## src/hdl/xcfp_pkg.sv

```systemverilog
// Shared types and constants for the XOR checked frame parser.
// Holds the parse phase enum, the result record and the status codes.
// No dependencies; every other file of the block imports this package.
package xcfp_pkg;

    localparam int DataWidth = 8;
    localparam int CmdWidth  = 16;
    localparam int StatWidth = 3;
    localparam int AddrWidth = 3;
    localparam int BusWidth  = 32;

    localparam logic [DataWidth-1:0] HEAD0_BYTE = 8'hFF;
    localparam logic [DataWidth-1:0] HEAD1_BYTE = 8'h22;
    localparam logic [DataWidth-1:0] LEN_MIN    = 8'h03;
    localparam logic [DataWidth-1:0] TAIL0_BYTE = 8'h0D;
    localparam logic [DataWidth-1:0] TAIL1_BYTE = 8'h0A;
    localparam logic [DataWidth-1:0] ZERO_BYTE  = 8'h00;

    localparam logic [DataWidth-1:0] MAX_LENGTH_RESET = 8'd122;

    // Register index of max_length on the configuration port.
    localparam logic [AddrWidth-3:0] REG_MAX_LENGTH = 1'b0;

    localparam logic [StatWidth-1:0] STATUS_OK       = 3'd0;
    localparam logic [StatWidth-1:0] STATUS_HEAD1    = 3'd1;
    localparam logic [StatWidth-1:0] STATUS_LENGTH   = 3'd2;
    localparam logic [StatWidth-1:0] STATUS_TAIL     = 3'd3;
    localparam logic [StatWidth-1:0] STATUS_CMD_ZERO = 3'd4;
    localparam logic [StatWidth-1:0] STATUS_BRD_ZERO = 3'd5;
    localparam logic [StatWidth-1:0] STATUS_XOR      = 3'd6;

    localparam logic KIND_PAYLOAD = 1'b0;
    localparam logic KIND_STATUS  = 1'b1;

    typedef enum logic [3:0] {
        PH_HUNT    = 4'd0,
        PH_HEAD1   = 4'd1,
        PH_LEN     = 4'd2,
        PH_CMDH    = 4'd3,
        PH_CMDL    = 4'd4,
        PH_BOARD   = 4'd5,
        PH_PAYLOAD = 4'd6,
        PH_XOR     = 4'd7,
        PH_TAIL0   = 4'd8,
        PH_TAIL1   = 4'd9
    } phase_t;

    typedef struct packed {
        logic                 kind;
        logic [DataWidth-1:0] payload_byte;
        logic [StatWidth-1:0] status;
        logic [CmdWidth-1:0]  cmd_id;
        logic [DataWidth-1:0] board_code;
        logic [DataWidth-1:0] payload_length;
    } result_t;

endpackage

```

## src/hdl/xcfp_regs.sv

```systemverilog
// Configuration register file of the frame parser: the max_length register.
// APB-style slave with pready tied high; depends on xcfp_pkg.
module xcfp_regs (
    input  logic                           clk,
    input  logic                           rst_n,
    input  logic                           psel,
    input  logic                           penable,
    input  logic                           pwrite,
    input  logic [xcfp_pkg::AddrWidth-1:0] paddr,
    input  logic [xcfp_pkg::BusWidth-1:0]  pwdata,
    output logic [xcfp_pkg::BusWidth-1:0]  prdata,
    output logic                           pready,
    output logic [xcfp_pkg::DataWidth-1:0] max_length
);
    import xcfp_pkg::*;

    logic [DataWidth-1:0]   max_length_reg;
    logic [AddrWidth-3:0]   reg_index;
    logic                   wr_en;

    // Registers sit on 32-bit words, so the low two address bits are ignored.
    assign reg_index = paddr[AddrWidth-1:2];
    assign wr_en     = psel && penable && pwrite && (reg_index == REG_MAX_LENGTH);
    assign pready    = 1'b1;

    always_ff @(posedge clk or negedge rst_n)
    begin
        if (!rst_n)
        begin
            max_length_reg <= MAX_LENGTH_RESET;
        end
        else if (wr_en)
        begin
            max_length_reg <= pwdata[DataWidth-1:0];
        end
    end

    always_comb
    begin
        prdata = '0;
        if (reg_index == REG_MAX_LENGTH)
        begin
            prdata = {{(BusWidth-DataWidth){1'b0}}, max_length_reg};
        end
    end

    assign max_length = max_length_reg;

endmodule

```

## src/hdl/xcfp_parser.sv

```systemverilog
// Frame parser core: input byte register, parse state and next-state logic.
// Produces at most one result per byte; depends on xcfp_pkg.
module xcfp_parser (
    input  logic                           clk,
    input  logic                           rst_n,
    input  logic                           rx_valid,
    input  logic [xcfp_pkg::DataWidth-1:0] rx_byte,
    output logic                           rx_stall,
    input  logic [xcfp_pkg::DataWidth-1:0] max_length,
    input  logic                           sink_free,
    output logic                           res_fire,
    output xcfp_pkg::result_t              res
);
    import xcfp_pkg::*;

    logic                 byte_valid_reg;
    logic [DataWidth-1:0] byte_reg;
    logic                 advance;
    logic                 rx_take;

    phase_t               phase_reg, phase_next;
    logic [DataWidth-1:0] frame_length_reg, frame_length_next;
    logic [DataWidth-1:0] byte_count_reg, byte_count_next;
    logic [DataWidth-1:0] running_xor_reg, running_xor_next;
    logic [CmdWidth-1:0]  command_reg, command_next;
    logic [DataWidth-1:0] board_reg, board_next;
    logic                 command_bad_reg, command_bad_next;
    logic                 xor_bad_reg, xor_bad_next;
    logic                 tail_bad_reg, tail_bad_next;

    logic                 tail_bad_final;
    logic [StatWidth-1:0] end_status;
    logic [DataWidth-1:0] b;

    // The held byte is processed whenever the result register can take it.
    assign advance  = byte_valid_reg && sink_free;
    assign rx_stall = byte_valid_reg && !sink_free;
    assign rx_take  = rx_valid && !rx_stall;
    assign b        = byte_reg;

    always_ff @(posedge clk or negedge rst_n)
    begin
        if (!rst_n)
        begin
            byte_valid_reg <= 1'b0;
        end
        else if (rx_take || advance)
        begin
            byte_valid_reg <= rx_take;
        end
    end

    always_ff @(posedge clk)
    begin
        if (rx_take)
        begin
            byte_reg <= rx_byte;
        end
    end

    always_ff @(posedge clk or negedge rst_n)
    begin
        if (!rst_n)
        begin
            phase_reg        <= PH_HUNT;
            frame_length_reg <= '0;
            byte_count_reg   <= '0;
            running_xor_reg  <= '0;
            command_reg      <= '0;
            board_reg        <= '0;
            command_bad_reg  <= 1'b0;
            xor_bad_reg      <= 1'b0;
            tail_bad_reg     <= 1'b0;
        end
        else if (advance)
        begin
            phase_reg        <= phase_next;
            frame_length_reg <= frame_length_next;
            byte_count_reg   <= byte_count_next;
            running_xor_reg  <= running_xor_next;
            command_reg      <= command_next;
            board_reg        <= board_next;
            command_bad_reg  <= command_bad_next;
            xor_bad_reg      <= xor_bad_next;
            tail_bad_reg     <= tail_bad_next;
        end
    end

    // End-of-frame status: tail, then command, board and checksum errors win in that order.
    assign tail_bad_final = tail_bad_reg || (b != TAIL1_BYTE);

    always_comb
    begin
        if (tail_bad_final)
        begin
            end_status = STATUS_TAIL;
        end
        else if (command_bad_reg)
        begin
            end_status = STATUS_CMD_ZERO;
        end
        else if (board_reg == ZERO_BYTE)
        begin
            end_status = STATUS_BRD_ZERO;
        end
        else if (xor_bad_reg)
        begin
            end_status = STATUS_XOR;
        end
        else
        begin
            end_status = STATUS_OK;
        end
    end

    always_comb
    begin
        phase_next        = phase_reg;
        frame_length_next = frame_length_reg;
        byte_count_next   = byte_count_reg;
        running_xor_next  = running_xor_reg;
        command_next      = command_reg;
        board_next        = board_reg;
        command_bad_next  = command_bad_reg;
        xor_bad_next      = xor_bad_reg;
        tail_bad_next     = tail_bad_reg;
        res_fire          = 1'b0;
        res               = '0;

        case (phase_reg)
            PH_HUNT:
            begin
                if (b == HEAD0_BYTE)
                begin
                    phase_next       = PH_HEAD1;
                    running_xor_next = HEAD0_BYTE;
                end
            end
            PH_HEAD1:
            begin
                if (b == HEAD1_BYTE)
                begin
                    running_xor_next = running_xor_reg ^ b;
                    phase_next       = PH_LEN;
                end
                else
                begin
                    res_fire    = advance;
                    res.kind    = KIND_STATUS;
                    res.status  = STATUS_HEAD1;
                    // The breaking byte may itself start a new frame.
                    if (b == HEAD0_BYTE)
                    begin
                        phase_next       = PH_HEAD1;
                        running_xor_next = HEAD0_BYTE;
                    end
                    else
                    begin
                        phase_next = PH_HUNT;
                    end
                end
            end
            PH_LEN:
            begin
                if ((b < LEN_MIN) || (b > max_length))
                begin
                    res_fire   = advance;
                    res.kind   = KIND_STATUS;
                    res.status = STATUS_LENGTH;
                    if (b == HEAD0_BYTE)
                    begin
                        phase_next       = PH_HEAD1;
                        running_xor_next = HEAD0_BYTE;
                    end
                    else
                    begin
                        phase_next = PH_HUNT;
                    end
                end
                else
                begin
                    frame_length_next = b;
                    running_xor_next  = running_xor_reg ^ b;
                    phase_next        = PH_CMDH;
                end
            end
            PH_CMDH:
            begin
                command_next     = {b, ZERO_BYTE};
                command_bad_next = (b == ZERO_BYTE);
                running_xor_next = running_xor_reg ^ b;
                phase_next       = PH_CMDL;
            end
            PH_CMDL:
            begin
                command_next     = {command_reg[CmdWidth-1:DataWidth], b};
                command_bad_next = command_bad_reg || (b == ZERO_BYTE);
                running_xor_next = running_xor_reg ^ b;
                phase_next       = PH_BOARD;
            end
            PH_BOARD:
            begin
                board_next       = b;
                running_xor_next = running_xor_reg ^ b;
                byte_count_next  = frame_length_reg - LEN_MIN;
                phase_next       = (frame_length_reg != LEN_MIN) ? PH_PAYLOAD : PH_XOR;
            end
            PH_PAYLOAD:
            begin
                running_xor_next = running_xor_reg ^ b;
                res_fire         = advance;
                res.kind         = KIND_PAYLOAD;
                res.payload_byte = b;
                byte_count_next  = byte_count_reg - 8'd1;
                if (byte_count_reg == 8'd1)
                begin
                    phase_next = PH_XOR;
                end
            end
            PH_XOR:
            begin
                xor_bad_next = (b != running_xor_reg);
                phase_next   = PH_TAIL0;
            end
            PH_TAIL0:
            begin
                tail_bad_next = (b != TAIL0_BYTE);
                phase_next    = PH_TAIL1;
            end
            PH_TAIL1:
            begin
                tail_bad_next      = tail_bad_final;
                res_fire           = advance;
                res.kind           = KIND_STATUS;
                res.status         = end_status;
                res.cmd_id         = command_reg;
                res.board_code     = board_reg;
                res.payload_length = (end_status == STATUS_OK) ? frame_length_reg : ZERO_BYTE;
                phase_next         = PH_HUNT;
            end
            default:
            begin
                phase_next = PH_HUNT;
            end
        endcase
    end

endmodule

```

## src/hdl/xor_checked_frame_parser.sv

```systemverilog
// Top level of the XOR checked frame parser: config registers, parser core
// and the result register. Depends on xcfp_pkg, xcfp_regs and xcfp_parser.
//
// Usage: received bytes enter on the rx channel (rx_valid, rx_stall, rx_byte),
// one transfer per byte. Results leave on the res channel (res_valid,
// res_stall and the result fields). A payload byte of a frame gives a result
// of kind 0; the last byte of a frame gives a status result of kind 1 with the
// command and board; a byte that breaks the second header byte or the length
// byte gives a status result with them zero. Bytes outside a frame give no result.
// Timing: a byte taken from rx sits in the input register and is parsed
// once the result register can take it, which loads its result into the result
// register. The result is presented on res from that register. Throughput is
// one byte per cycle while the receiver does not stall, set by the single
// registered parse step between the two registers.
// When the receiver stalls, the result register holds its contents and the
// input register fills; rx_stall then rises until the result is taken.
// Reset clears both registers, returns the parser to the hunt for FF and sets
// max_length to 122. max_length is written over the APB-style port at byte
// address 0 and should only change while no bytes are in flight.
module xor_checked_frame_parser (
    input  logic                           clk,
    input  logic                           rst_n,
    input  logic                           psel,
    input  logic                           penable,
    input  logic                           pwrite,
    input  logic [xcfp_pkg::AddrWidth-1:0] paddr,
    input  logic [xcfp_pkg::BusWidth-1:0]  pwdata,
    output logic [xcfp_pkg::BusWidth-1:0]  prdata,
    output logic                           pready,
    input  logic                           rx_valid,
    output logic                           rx_stall,
    input  logic [xcfp_pkg::DataWidth-1:0] rx_byte,
    output logic                           res_valid,
    input  logic                           res_stall,
    output logic                           kind,
    output logic [xcfp_pkg::DataWidth-1:0] payload_byte,
    output logic [xcfp_pkg::StatWidth-1:0] status,
    output logic [xcfp_pkg::CmdWidth-1:0]  cmd_id,
    output logic [xcfp_pkg::DataWidth-1:0] board_code,
    output logic [xcfp_pkg::DataWidth-1:0] payload_length
);
    import xcfp_pkg::*;

    logic [DataWidth-1:0] max_length;
    logic                 sink_free;
    logic                 res_fire;
    result_t              res;
    logic                 res_valid_reg;
    result_t              res_reg;

    xcfp_regs u_regs (
        .clk        (clk),
        .rst_n      (rst_n),
        .psel       (psel),
        .penable    (penable),
        .pwrite     (pwrite),
        .paddr      (paddr),
        .pwdata     (pwdata),
        .prdata     (prdata),
        .pready     (pready),
        .max_length (max_length)
    );

    // The result register can take a new result when it is empty or drains.
    assign sink_free = !res_valid_reg || !res_stall;

    xcfp_parser u_parser (
        .clk        (clk),
        .rst_n      (rst_n),
        .rx_valid   (rx_valid),
        .rx_byte    (rx_byte),
        .rx_stall   (rx_stall),
        .max_length (max_length),
        .sink_free  (sink_free),
        .res_fire   (res_fire),
        .res        (res)
    );

    always_ff @(posedge clk or negedge rst_n)
    begin
        if (!rst_n)
        begin
            res_valid_reg <= 1'b0;
        end
        else if (sink_free)
        begin
            res_valid_reg <= res_fire;
        end
    end

    always_ff @(posedge clk)
    begin
        if (res_fire)
        begin
            res_reg <= res;
        end
    end

    assign res_valid      = res_valid_reg;
    assign kind           = res_reg.kind;
    assign payload_byte   = res_reg.payload_byte;
    assign status         = res_reg.status;
    assign cmd_id         = res_reg.cmd_id;
    assign board_code     = res_reg.board_code;
    assign payload_length = res_reg.payload_length;

endmodule

```

## config.mk

```make
export PLATFORM = sky130hd
export DESIGN_NAME = xor_checked_frame_parser
export DESIGN_NICKNAME = d
export VERILOG_FILES = /design/src/hdl/xcfp_pkg.sv /design/src/hdl/xcfp_regs.sv /design/src/hdl/xcfp_parser.sv /design/src/hdl/xor_checked_frame_parser.sv
export SDC_FILE = /design/constraint.sdc
export NUM_CORES = 1
export LEC_CHECK = 0
export BUFFER_PORTS_ARGS = -buffer_cell sky130_fd_sc_hd__buf_2
export CAP_MARGIN = 20
export CORE_UTILIZATION = 56
export CTS_BUF_LIST = sky130_fd_sc_hd__clkbuf_2
export DETAILED_ROUTE_END_ITERATION = 10
export HOLD_SLACK_MARGIN = 0.08
export MAX_ROUTING_LAYER = met4
export PLACE_DENSITY_LB_ADDON = 0.2
export SLEW_MARGIN = 40
export SYNTH_ARGS = -nofsm -noshare
export SYNTH_HDL_FRONTEND = slang
export SYNTH_SLANG_ARGS = --single-unit
```

## constraint.sdc

```tcl
create_clock -name clk -period 11 [get_ports clk]
set_input_delay 0.55 -clock clk [delete_from_list [all_inputs] [get_ports clk]]
set_output_delay 0.55 -clock clk [all_outputs]
set_load 0.02 [all_outputs]
```

* Word level (Yosys, flattened, before mapping)
Cells that the tools add are included.
W data, S select, Z words.
** Operators by class
- Add/subtract/negate cells :: 2
- $mul :: 0
- Div/mod/pow operators :: 0
- Magnitude comparators :: 2
- Eq/ne operators :: 18
- Shift-type cells :: 0
- Mux-type cells :: 29
- Bitwise gates (word level) :: 4
- Reduce and logical (&&, ||, !) cells :: 35
** Operator list (count)
- $pmux W4 S9 :: 1
- $mux W8 :: 4
- $pmux W16 S2 :: 1
- $pmux W8 S4 :: 1
- $eq A4 B3 Y1 const B :: 4
- $logic_not A8 Y1 :: 2
- $ne A8 B4 Y1 const B :: 2
- $pmux W8 S2 :: 1
- $reduce_and A2 Y1 :: 7
- $mux W3 :: 4
- $pmux W3 S3 :: 1
- $reduce_and A3 Y1 :: 3
- $eq A4 B2 Y1 const B :: 2
- $eq A4 B4 Y1 const B :: 2
- $eq A8 B1 Y1 const B :: 1
- $eq A8 B6 Y1 const B :: 1
- $eq A8 B8 Y1 const B :: 1
- $gt A8 B8 Y1 :: 1
- $lt A8 B2 Y1 const B :: 1
- $mux W4 :: 2
- $ne A8 B2 Y1 const B :: 1
- $ne A8 B8 Y1 :: 1
- $sub A8 B1 Y8 const B :: 1
- $sub A8 B2 Y8 const B :: 1
- 17 further kinds :: 44
** Word-level totals
- Bits in registers :: 117
- Bits in latches :: 0
- Memory bits (writable) :: 0
- Memory bits (read-only) :: 0
- Output and inout bits :: 79
- Word-level logic and storage cells :: 110
- Memories :: 0

* Logic depth before layout (Yosys ltp)
Gate-level depths: netlist (run 1).
- Depth in word-level cells :: 7
- Mapped depth :: 10
- Gate-level depth less buffers :: 8

* Modules after synthesis
Synthesis (run 1) repeated with hierarchy kept, for this count alone.
** Second synthesis, totals
- Cells, all modules :: 514
- Area total of the unflattened synthesis :: 5821.8 um2
** Modules (own cells, without submodules)
- xcfp_parser :: instances 1, cells each 415, area each 3878.7 um2, seq. area each 1641.6 um2
- xor_checked_frame_parser :: instances 1, cells each 47, area each 1357.6 um2, seq. area each 1346.3 um2
- xcfp_regs :: instances 1, cells each 52, area each 585.6 um2, seq. area each 206.4 um2

* Least setup slack after synthesis (run 1)
Ideal clock, no wire load.
- Kind :: register -> register
- From :: reg u_parser.byte_reg[6] (netlist: u_parser.b[6])
- To :: reg res_reg (netlist bit board_code[0]), enable pin
- Setup time :: 0.460 ns
- Arrival time :: 4.169 ns
- Required time :: 10.540 ns
- Path slack :: 6.371 ns
- Stages on the path, launching flop included :: 9
- Buffers on the path :: 2
- Cell sequence :: edfxtp_1 > buf_6 > or4_4 > a2111oi_4 > a21oi_2 > nor3b_2 > buf_6 > nor2_1 > a21oi_1
** Between the ends
- Cells in the longest elaborated chain, start to end :: 4
** RTL lines
- from (decl) :: RTL line xcfp_parser.sv:17 : logic [DataWidth-1:0] byte_reg;
- from (signal assigned) :: RTL line xcfp_parser.sv:57 : byte_reg <= rx_byte;
- $lt A8 B2 Y1 or $gt A8 B8 Y1 (tied branches) :: RTL line xcfp_parser.sv:165 : if ((b < LEN_MIN) || (b > max_length))
- $logic_or A1 B1 Y1 :: RTL line xcfp_parser.sv:165
- $mux W1 :: RTL line xcfp_parser.sv:165
- $pmux W1 S3 (*) :: RTL line xcfp_parser.sv:130 : case (phase_reg)
- via res_fire :: RTL line xor_checked_frame_parser.sv:46 : logic res_fire;
- to (signal assigned) :: RTL line xor_checked_frame_parser.sv:95 : res_reg <= res;
- to (decl) :: RTL line xor_checked_frame_parser.sv:49 : result_t res_reg;
Mark *: on every way through the listed nets, which the timed path passes. The rest lies on a longest branch.
A chain may end at the register's enable or synchronous reset.

* Worst setup path in the final report (run 1)
- From :: reg u_parser.byte_reg[6] (netlist: u_parser.b[6])
- To :: reg res_reg (netlist bit cmd_id[5]), enable pin
The elaborated chain is that of the path after synthesis.

==> results of run 1 <==
## synthesized netlist by cell type (all sizes together) (2+ instances only)
master / count
nor4: 3
nor4b: 2
nor2: 32
xnor2: 13
o211ai: 2
nand2b: 5
a31oi: 2
conb: 2
nand3: 14
or2: 5
or4: 10
o21ai: 33
and2: 26
nand2: 54
clkbuf: 16
xor2: 3
nand4: 8
a21oi: 21
nor2b: 4
and3: 17
nor3b: 3
dfstp: 5
a22o: 3
nor3: 16
buf: 36
mux2: 30
ha: 11
edfxtp: 52
o31ai: 7
o21a: 2
nand3b: 2
inv: 16
dfrtp: 60
## stage by stage
step                instances   util  instance area, µm²
floorplan                 554      -                5970
global placement          719  0.608                6220
detailed placement        719  0.609                6230
CTS                       769  0.653                6680
global route              769  0.654                6690
finish                    769  0.654                6690
## worst paths after layout
| kind | cells after the start | slack [ns] | to | from |
|---|---|---|---|---|
| setup / recovery | 7 | 7.40 | cmd_id[5] | u_parser.b[6] |
| hold / removal | 3 | 0.19 | u_parser.byte_valid_reg | res_stall |
| setup reg to reg | 7 | 7.40 | cmd_id[5] | u_parser.b[6] |
| hold reg to reg | 2 | 0.51 | u_parser.command_reg[8] | u_parser.command_reg[8] |
| max in group asynchronous | 3 | 10.08 | u_parser.command_reg[6] | rst_n |
| min in group asynchronous | 3 | 0.47 | u_parser.byte_count_reg[7] | rst_n |
## layer usage
metal,vias to the layer above,part of all wire,track usage
li1,2021,-,-
met1,2034,0.44,0.316
met2,149,0.50,0.373
met3,14,0.052,0.0602
met4,0,0.010,0.0714
met5,-,0,-
## tightest hold or removal path, cell delays in order
cell and delay [ns]:
buf_2 0.11, nand3_1 0.11, nand2b_1 0.06
## power breakdown
| part | total (mW) | switching [mW] | internal, mW |
|---|---|---|---|
| clock | 0.298 | 0.171 | 0.127 |
| sequential | 0.586 | 0.0495 | 0.537 |
| combinational | 0.295 | 0.190 | 0.104 |
## final cells by class
cell class / instances / area [µm²]
multi-input cells: 369 / 2400
clock inverters: 15 / 179
flip-flops and latches: 117 / 3190
repair buffers: 99 / 599
well taps: 136 / 170
fillers: 797 / 3540
inverters: 16 / 60.1
clock buffers: 17 / 85.1
## kinds of logic after synthesis
logic type / count (synthesis) / share of synthesized area
AND/OR/NAND/NOR: 206 / 0.188
flip-flops: 117 / 0.543
AO/OA/AOI/OAI: 80 / 0.0868
buffers and inverters: 68 / 0.0696
multiplexers: 30 / 0.0619
XOR/XNOR: 16 / 0.0238
adder cells (fa/ha/maj): 12 / 0.0251
other: 2 / 0.00128
## what timing repair did
action                     in CTS  in global routing
hold buffers                   18                  0
setup endpoints to repair       0                  0
buffers inserted                0                  0
hold endpoints to repair       77                  0
==> flow_metrics.py, run 1 <==
metrics = {
    "grt": {
        "grt_max_degree": 66,
        "grt_use_total": 0.241,
        "grt_pass1_vias": 3885,
        "overflow": 0,
        "antenna_found_initial": 0,
        "grt_pass1_wl_mm": 19.6,
    },
    "final_layout": {
        "area_delta_synth_final_pct": 13.8,
        "layout-drive-gt1-share": 0.261,
        "final_common_cell": "buf_2",
        "mostFrequentLayoutCells": "buf_2 (77), dfrtp_1 (60), nand2_1 (54), edfxtp_1 (52), o21ai_0 (32)",
        "diodes": 0,
        "nNetsFinal": 681,
    },
    "setup_path": {
        "path_buf_inv": 1,
        "critPathKind": "reg2reg",
        "arrival_ns": 3.93,
        "path_max_fanout": 44,
        "cp-start-kind": "flop",
        "slowest_delay_ns": 0.69,
        "slowest_stage": "edfxtp_1",
        "critPathTopFamily": "simple AND/OR/NAND/NOR gates",
        "crit_chain": "or4_4 > a2111oi_4 > a21oi_2 > nor3b_4 > nor2_1 > a21oi_4 > buf_4",
        "end_kind": "flop",
        "worstPathRequired_ns": 11.32,
    },
    "flow_run": {
        "maxCapViolations": 0,
    },
    "power_and_ir_drop": {
        "ir_drop_v": 0.0000990,
        "p_leak_nw": 3.00,
        "total_power_mw": 1.18,
        "pwr_density_cell_nw_per_um2": 176,
    },
    "placement": {
        "hpwl_mm": 7.84,
        "port_buffers": 77,
        "pre_cts_ws_ns": 7.21,
        "place.gp.congestion": 0.867,
    },
    "synth": {
        "syn-cell-area_um2": 5880,
        "synthCells": 531,
        "yosysUniqueCellTypes": 62,
        "synth-edff-count": 52,
        "synth.area.top_cells": "edfxtp_1 (27%), dfrtp_1 (26%), mux2_2 (4.4%), nand2_1 (3.4%), buf_4 (3.3%)",
        "ys_seq_area_frac": 0.543,
        "synth_flop_cell": "dfrtp_1",
        "synth_top_area_cell": "edfxtp_1",
        "yosys.area.top_type_share": 0.265,
        "synth_area_per_cell_um2": 11.1,
        "synth-seq-cells": 117,
        "async_reset_ff_frac": 0.556,
        "yosysWarnings": 0,
    },
    "min_path": {
        "hold_path.class": "in2reg",
    },
    "routing": {
        "first_pass_iters": 5,
        "drt-initial-drc-count": 250,
        "wire_per_inst_um": 15.6,
        "routed_wl_mm": 12.0,
        "postRouteAntennaNets": 0,
        "dr_total_vias": 4218,
        "viasPerCell": 5.49,
        "drcViolationCount": 0,
    },
    "floorplanning": {
        "dieWidth_um": 104,
        "fp-row-count": 37,
        "ios": 129,
        "dieArea_um2": 10900,
        "fp.dieH_um": 104,
        "core_area_um2": 10200,
        "start_util": 0.575,
    },
    "clock_tree": {
        "ctsResizeCount": 0,
        "cts.path.max_buffers": 2,
        "cts_tree": "done",
        "clock-sinks": 117,
        "clock_latency_ns": 0.68,
        "clk_pin_slew_ns": 0.20,
        "cts_buffers": 17,
        "cts_max_level": 4,
        "ctsRootBufferMaster": "clkbuf_2",
    },
    "sta": {
        "post-route-min-period_ns": 3.60,
        "hold_viol": 0,
        "tns_ns": 0,
        "worstMarginPinSlew_ns": 0.817,
        "slew_headroom": 0.454,
        "fin_skew_ns": 0.0307,
        "finalSetupViolCount": 0,
        "grt_setup_unrepaired": "no",
        "finalCritPeriodShare": 0.328,
        "fmax_mhz": 277,
        "whs_ns": 0.191,
        "finalMaxSlewViolations": 0,
        "timing.final.ws_setup_ns": 7.40,
    },
    "outcome": {
        "status": "completed",
    },
}
(Power assumes the default switching activity.)
==> run 2: changes to the inputs <==
- ABC_AREA: unset -> 1
- clock period: 11 -> 3.6 ns (I/O delays scaled with it)
==> run 2 against run 1 <==
Via count up 8.5%. Critical endpoint is now cmd_id[6]. Synthesized cell count increased by 18%. Critical path type unchanged. Non-clock buffer count increased by 7. Sequential power rose to 3.6 times the previous value. Maximum frequency grew 29%. Clock power increased to 3.6 times the previous value. Sequential share of layout area fell by 0.48 points.
==> flow_metrics.py, run 2 <==
metrics = {
    "synth": {
        "synth_top_family_by_area": "simple AND/OR/NAND/NOR gates",
        "synth-edff-count": 52,
        "synth_area_per_cell_um2": 9.20,
        "synth_flop_cell": "dfrtp_1",
        "synthCells": 627,
        "ys_seq_area_frac": 0.554,
        "yosys.area.top_type_share": 0.271,
        "synthMuxAreaShare": 0.00369,
        "async_reset_ff_frac": 0.556,
        "synth_xor_area_frac": 0.0167,
        "synthSimpleGateAreaFrac": 0.218,
        "syn-cell-area_um2": 5770,
        "synth.area.top_cells": "edfxtp_1 (27%), dfrtp_1 (26%), nand2_1 (7.0%), nor2_1 (6.7%), inv_1 (4.3%)",
        "synth-seq-cells": 117,
        "yosysUniqueCellTypes": 42,
        "yosysMostFrequentCell": "nand2_1",
        "synth_compound_area_frac": 0.0848,
        "yosysWarnings": 0,
        "synth_common_cells": "nand2_1 (107), nor2_1 (103), inv_1 (66)",
        "synth-adder-area-share": 0.0239,
        "synth_top_area_cell": "edfxtp_1",
    },
    "power_and_ir_drop": {
        "clkPwrFrac": 0.214,
        "switching_power_mw": 1.97,
        "total_power_mw": 4.95,
        "ir_drop_v": 0.000374,
        "pwr-share-comb": 0.359,
        "p_sw_frac": 0.398,
        "pwr-share-seq": 0.427,
        "p_leak_nw": 3.16,
        "pwr_density_cell_nw_per_um2": 732,
        "power.internal_mw": 2.98,
    },
    "clock_tree": {
        "cts.path.max_buffers": 2,
        "clk_pin_slew_ns": 0.21,
        "clock-sinks": 117,
        "cts_buffers": 17,
        "clock_latency_ns": 0.69,
        "ctsRootBufferMaster": "clkbuf_2",
        "ctsResizeCount": 0,
        "cts_tree": "done",
        "cts_max_level": 4,
    },
    "setup_path": {
        "slowest_delay_ns": 0.60,
        "cp-start-kind": "flop",
        "path_buf_inv": 2,
        "critPathTopFamily": "simple AND/OR/NAND/NOR gates",
        "crit_chain": "ha_1 > nand2_1 > inv_1 > nand2_1 > nand2_1 > nand2_1 > nand2_1 > nand2_1 > nand2_1 > nand2_1 > nand3_1 > nor2_1 > nor2_4 > buf_4",
        "end_kind": "flop",
        "critPathMostFrequentCell": "nand2_1",
        "slowest_stage": "edfxtp_1",
        "path_max_fanout": 44,
        "critPathKind": "reg2reg",
        "arrival_ns": 3.11,
        "worstPathRequired_ns": 3.92,
    },
    "sta": {
        "post-route-min-period_ns": 2.79,
        "grt_setup_unrepaired": "no",
        "finalSetupViolCount": 0,
        "tns_ns": 0,
        "hold_viol": 0,
        "fmax_mhz": 358,
        "fin_skew_ns": 0.0376,
        "slew_headroom": 0.544,
        "finalMaxSlewViolations": 0,
        "worstMarginPinSlew_ns": 0.684,
        "finalCritPeriodShare": 0.776,
    },
    "grt": {
        "grt_max_degree": 45,
        "met3_usage": 0.0504,
        "grt_pass1_wl_mm": 20.6,
        "use_met2": 0.428,
        "grt_use_total": 0.270,
        "antenna_found_initial": 0,
        "top_usage_layer": "met2",
        "met1_usage": 0.336,
        "overflow": 0,
        "grt_pass1_vias": 4389,
    },
    "outcome": {
        "status": "completed",
    },
    "floorplanning": {
        "core_area_um2": 9860,
        "ios": 129,
        "start_util": 0.585,
        "fp.dieH_um": 103,
        "fp-row-count": 36,
        "dieArea_um2": 10700,
        "dieWidth_um": 103,
    },
    "routing": {
        "postRouteAntennaNets": 0,
        "first_pass_iters": 5,
        "drt-initial-drc-count": 291,
        "routed_wl_mm": 12.7,
        "drcViolationCount": 0,
        "dr_total_vias": 4576,
        "wire_per_inst_um": 14.4,
        "viasPerCell": 5.18,
    },
    "min_path": {
        "hold_path.class": "in2reg",
    },
    "placement": {
        "hpwl_mm": 8.45,
        "place.gp.congestion": 0.920,
        "port_buffers": 77,
    },
    "final_layout": {
        "utilization": 0.685,
        "layout-drive-gt1-share": 0.219,
        "nNetsFinal": 798,
        "area_delta_synth_final_pct": 17.2,
        "diodes": 0,
        "fill_cells": 796,
        "mostFrequentLayoutCells": "nand2_1 (107), nor2_1 (102), buf_2 (77), inv_1 (66), dfrtp_1 (60)",
        "final_common_cell": "nand2_1",
    },
    "flow_run": {
        "maxCapViolations": 0,
    },
}
==> run 2: cell types whose count changed in the layout (fill, tap and decap cells not counted), moves of 15 or more <==
cell     before  now
nor2_1       31  102
nand2_1      54  107
inv_1        16   66
and2_1       26    0
mux2_2       23    0
o21ai_1       0   18
and3_1       16    0
inv_2         0   15
==> run 2: cells by family after synthesis <==
family                   count (synthesis)
AO/OA/AOI/OAI                           87
XOR/XNOR                                11
adder cells (fa/ha/maj)                 11
buffers and inverters                  119
flip-flops                             117
multiplexers                             2
other                                    2
AND/OR/NAND/NOR                        278
==> run 2: stage by stage <==
stage / setup slack, ns / instances / instance area [µm²] / hold slack (ns)
2_1_floorplan: 0.589 / 650 / 5860 / -0.116
3_3_place_gp: 0.954 / 824 / 6170 / 0.251
3_5_place_dp: 0.913 / 824 / 6170 / 0.266
4_1_cts: 0.834 / 883 / 6760 / 0.0803
5_1_grt: 0.582 / 883 / 6760 / 0.109
6_report: 0.807 / 883 / 6760 / 0.139
==> run 2: timing repair <==
item	CTS	global route
hold buffers	27	0
buffers inserted	0	0
hold endpoints to repair	54	0
==> run 2: worst paths after layout <==
kind | slack, ns | cells after the start | endpoint | start
max in group asynchronous | 2.43 | 4 | u_parser.command_reg[6] | rst_n
worst min-delay path | 0.14 | 3 | u_regs.max_length[5] | pwrite
worst max-delay path | 0.81 | 14 | cmd_id[6] | u_parser.b[3]
min in group asynchronous | 0.61 | 3 | u_regs.max_length[3] | rst_n
worst min register to register | 0.54 | 2 | u_parser.byte_count_reg[3] | u_parser.byte_count_reg[3]
worst max register to register | 0.81 | 14 | cmd_id[6] | u_parser.b[3]
==> run 2: worst min-delay path, stage by stage <==
cell	delay, ns
buf_2	0.10
nand4_1	0.39
a21oi_1	0.15
==> run 2: power groups by stage <==
stage	registers [mW]	clock network, mW	logic (mW)
2_1_floorplan	2.26	0	1.15
3_3_place_gp	2.12	0	1.67
3_5_place_dp	2.14	0	1.72
4_1_cts	2.11	1.07	1.77
5_1_grt	2.16	1.12	2.00
6_report	2.11	1.06	1.77
==> run 2: layout make-up <==
class | instances | area, µm² | share of cell area
repair buffers | 106 | 681 | 0.101
multi-input cells | 414 | 2100 | 0.311
flip-flops and latches | 117 | 3190 | 0.473
inverters | 81 | 304 | 0.0450
clock inverters | 15 | 225 | 0.0333
clock buffers | 17 | 85.1 | 0.0126
well taps | 133 | 166 | 0.0246
==> run 2: routing by layer <==
metal  wire length (µm)  share of wire
met1               5500           0.43
met2               6330           0.50
met3                557          0.044
met4                293          0.023
met5                  0              0
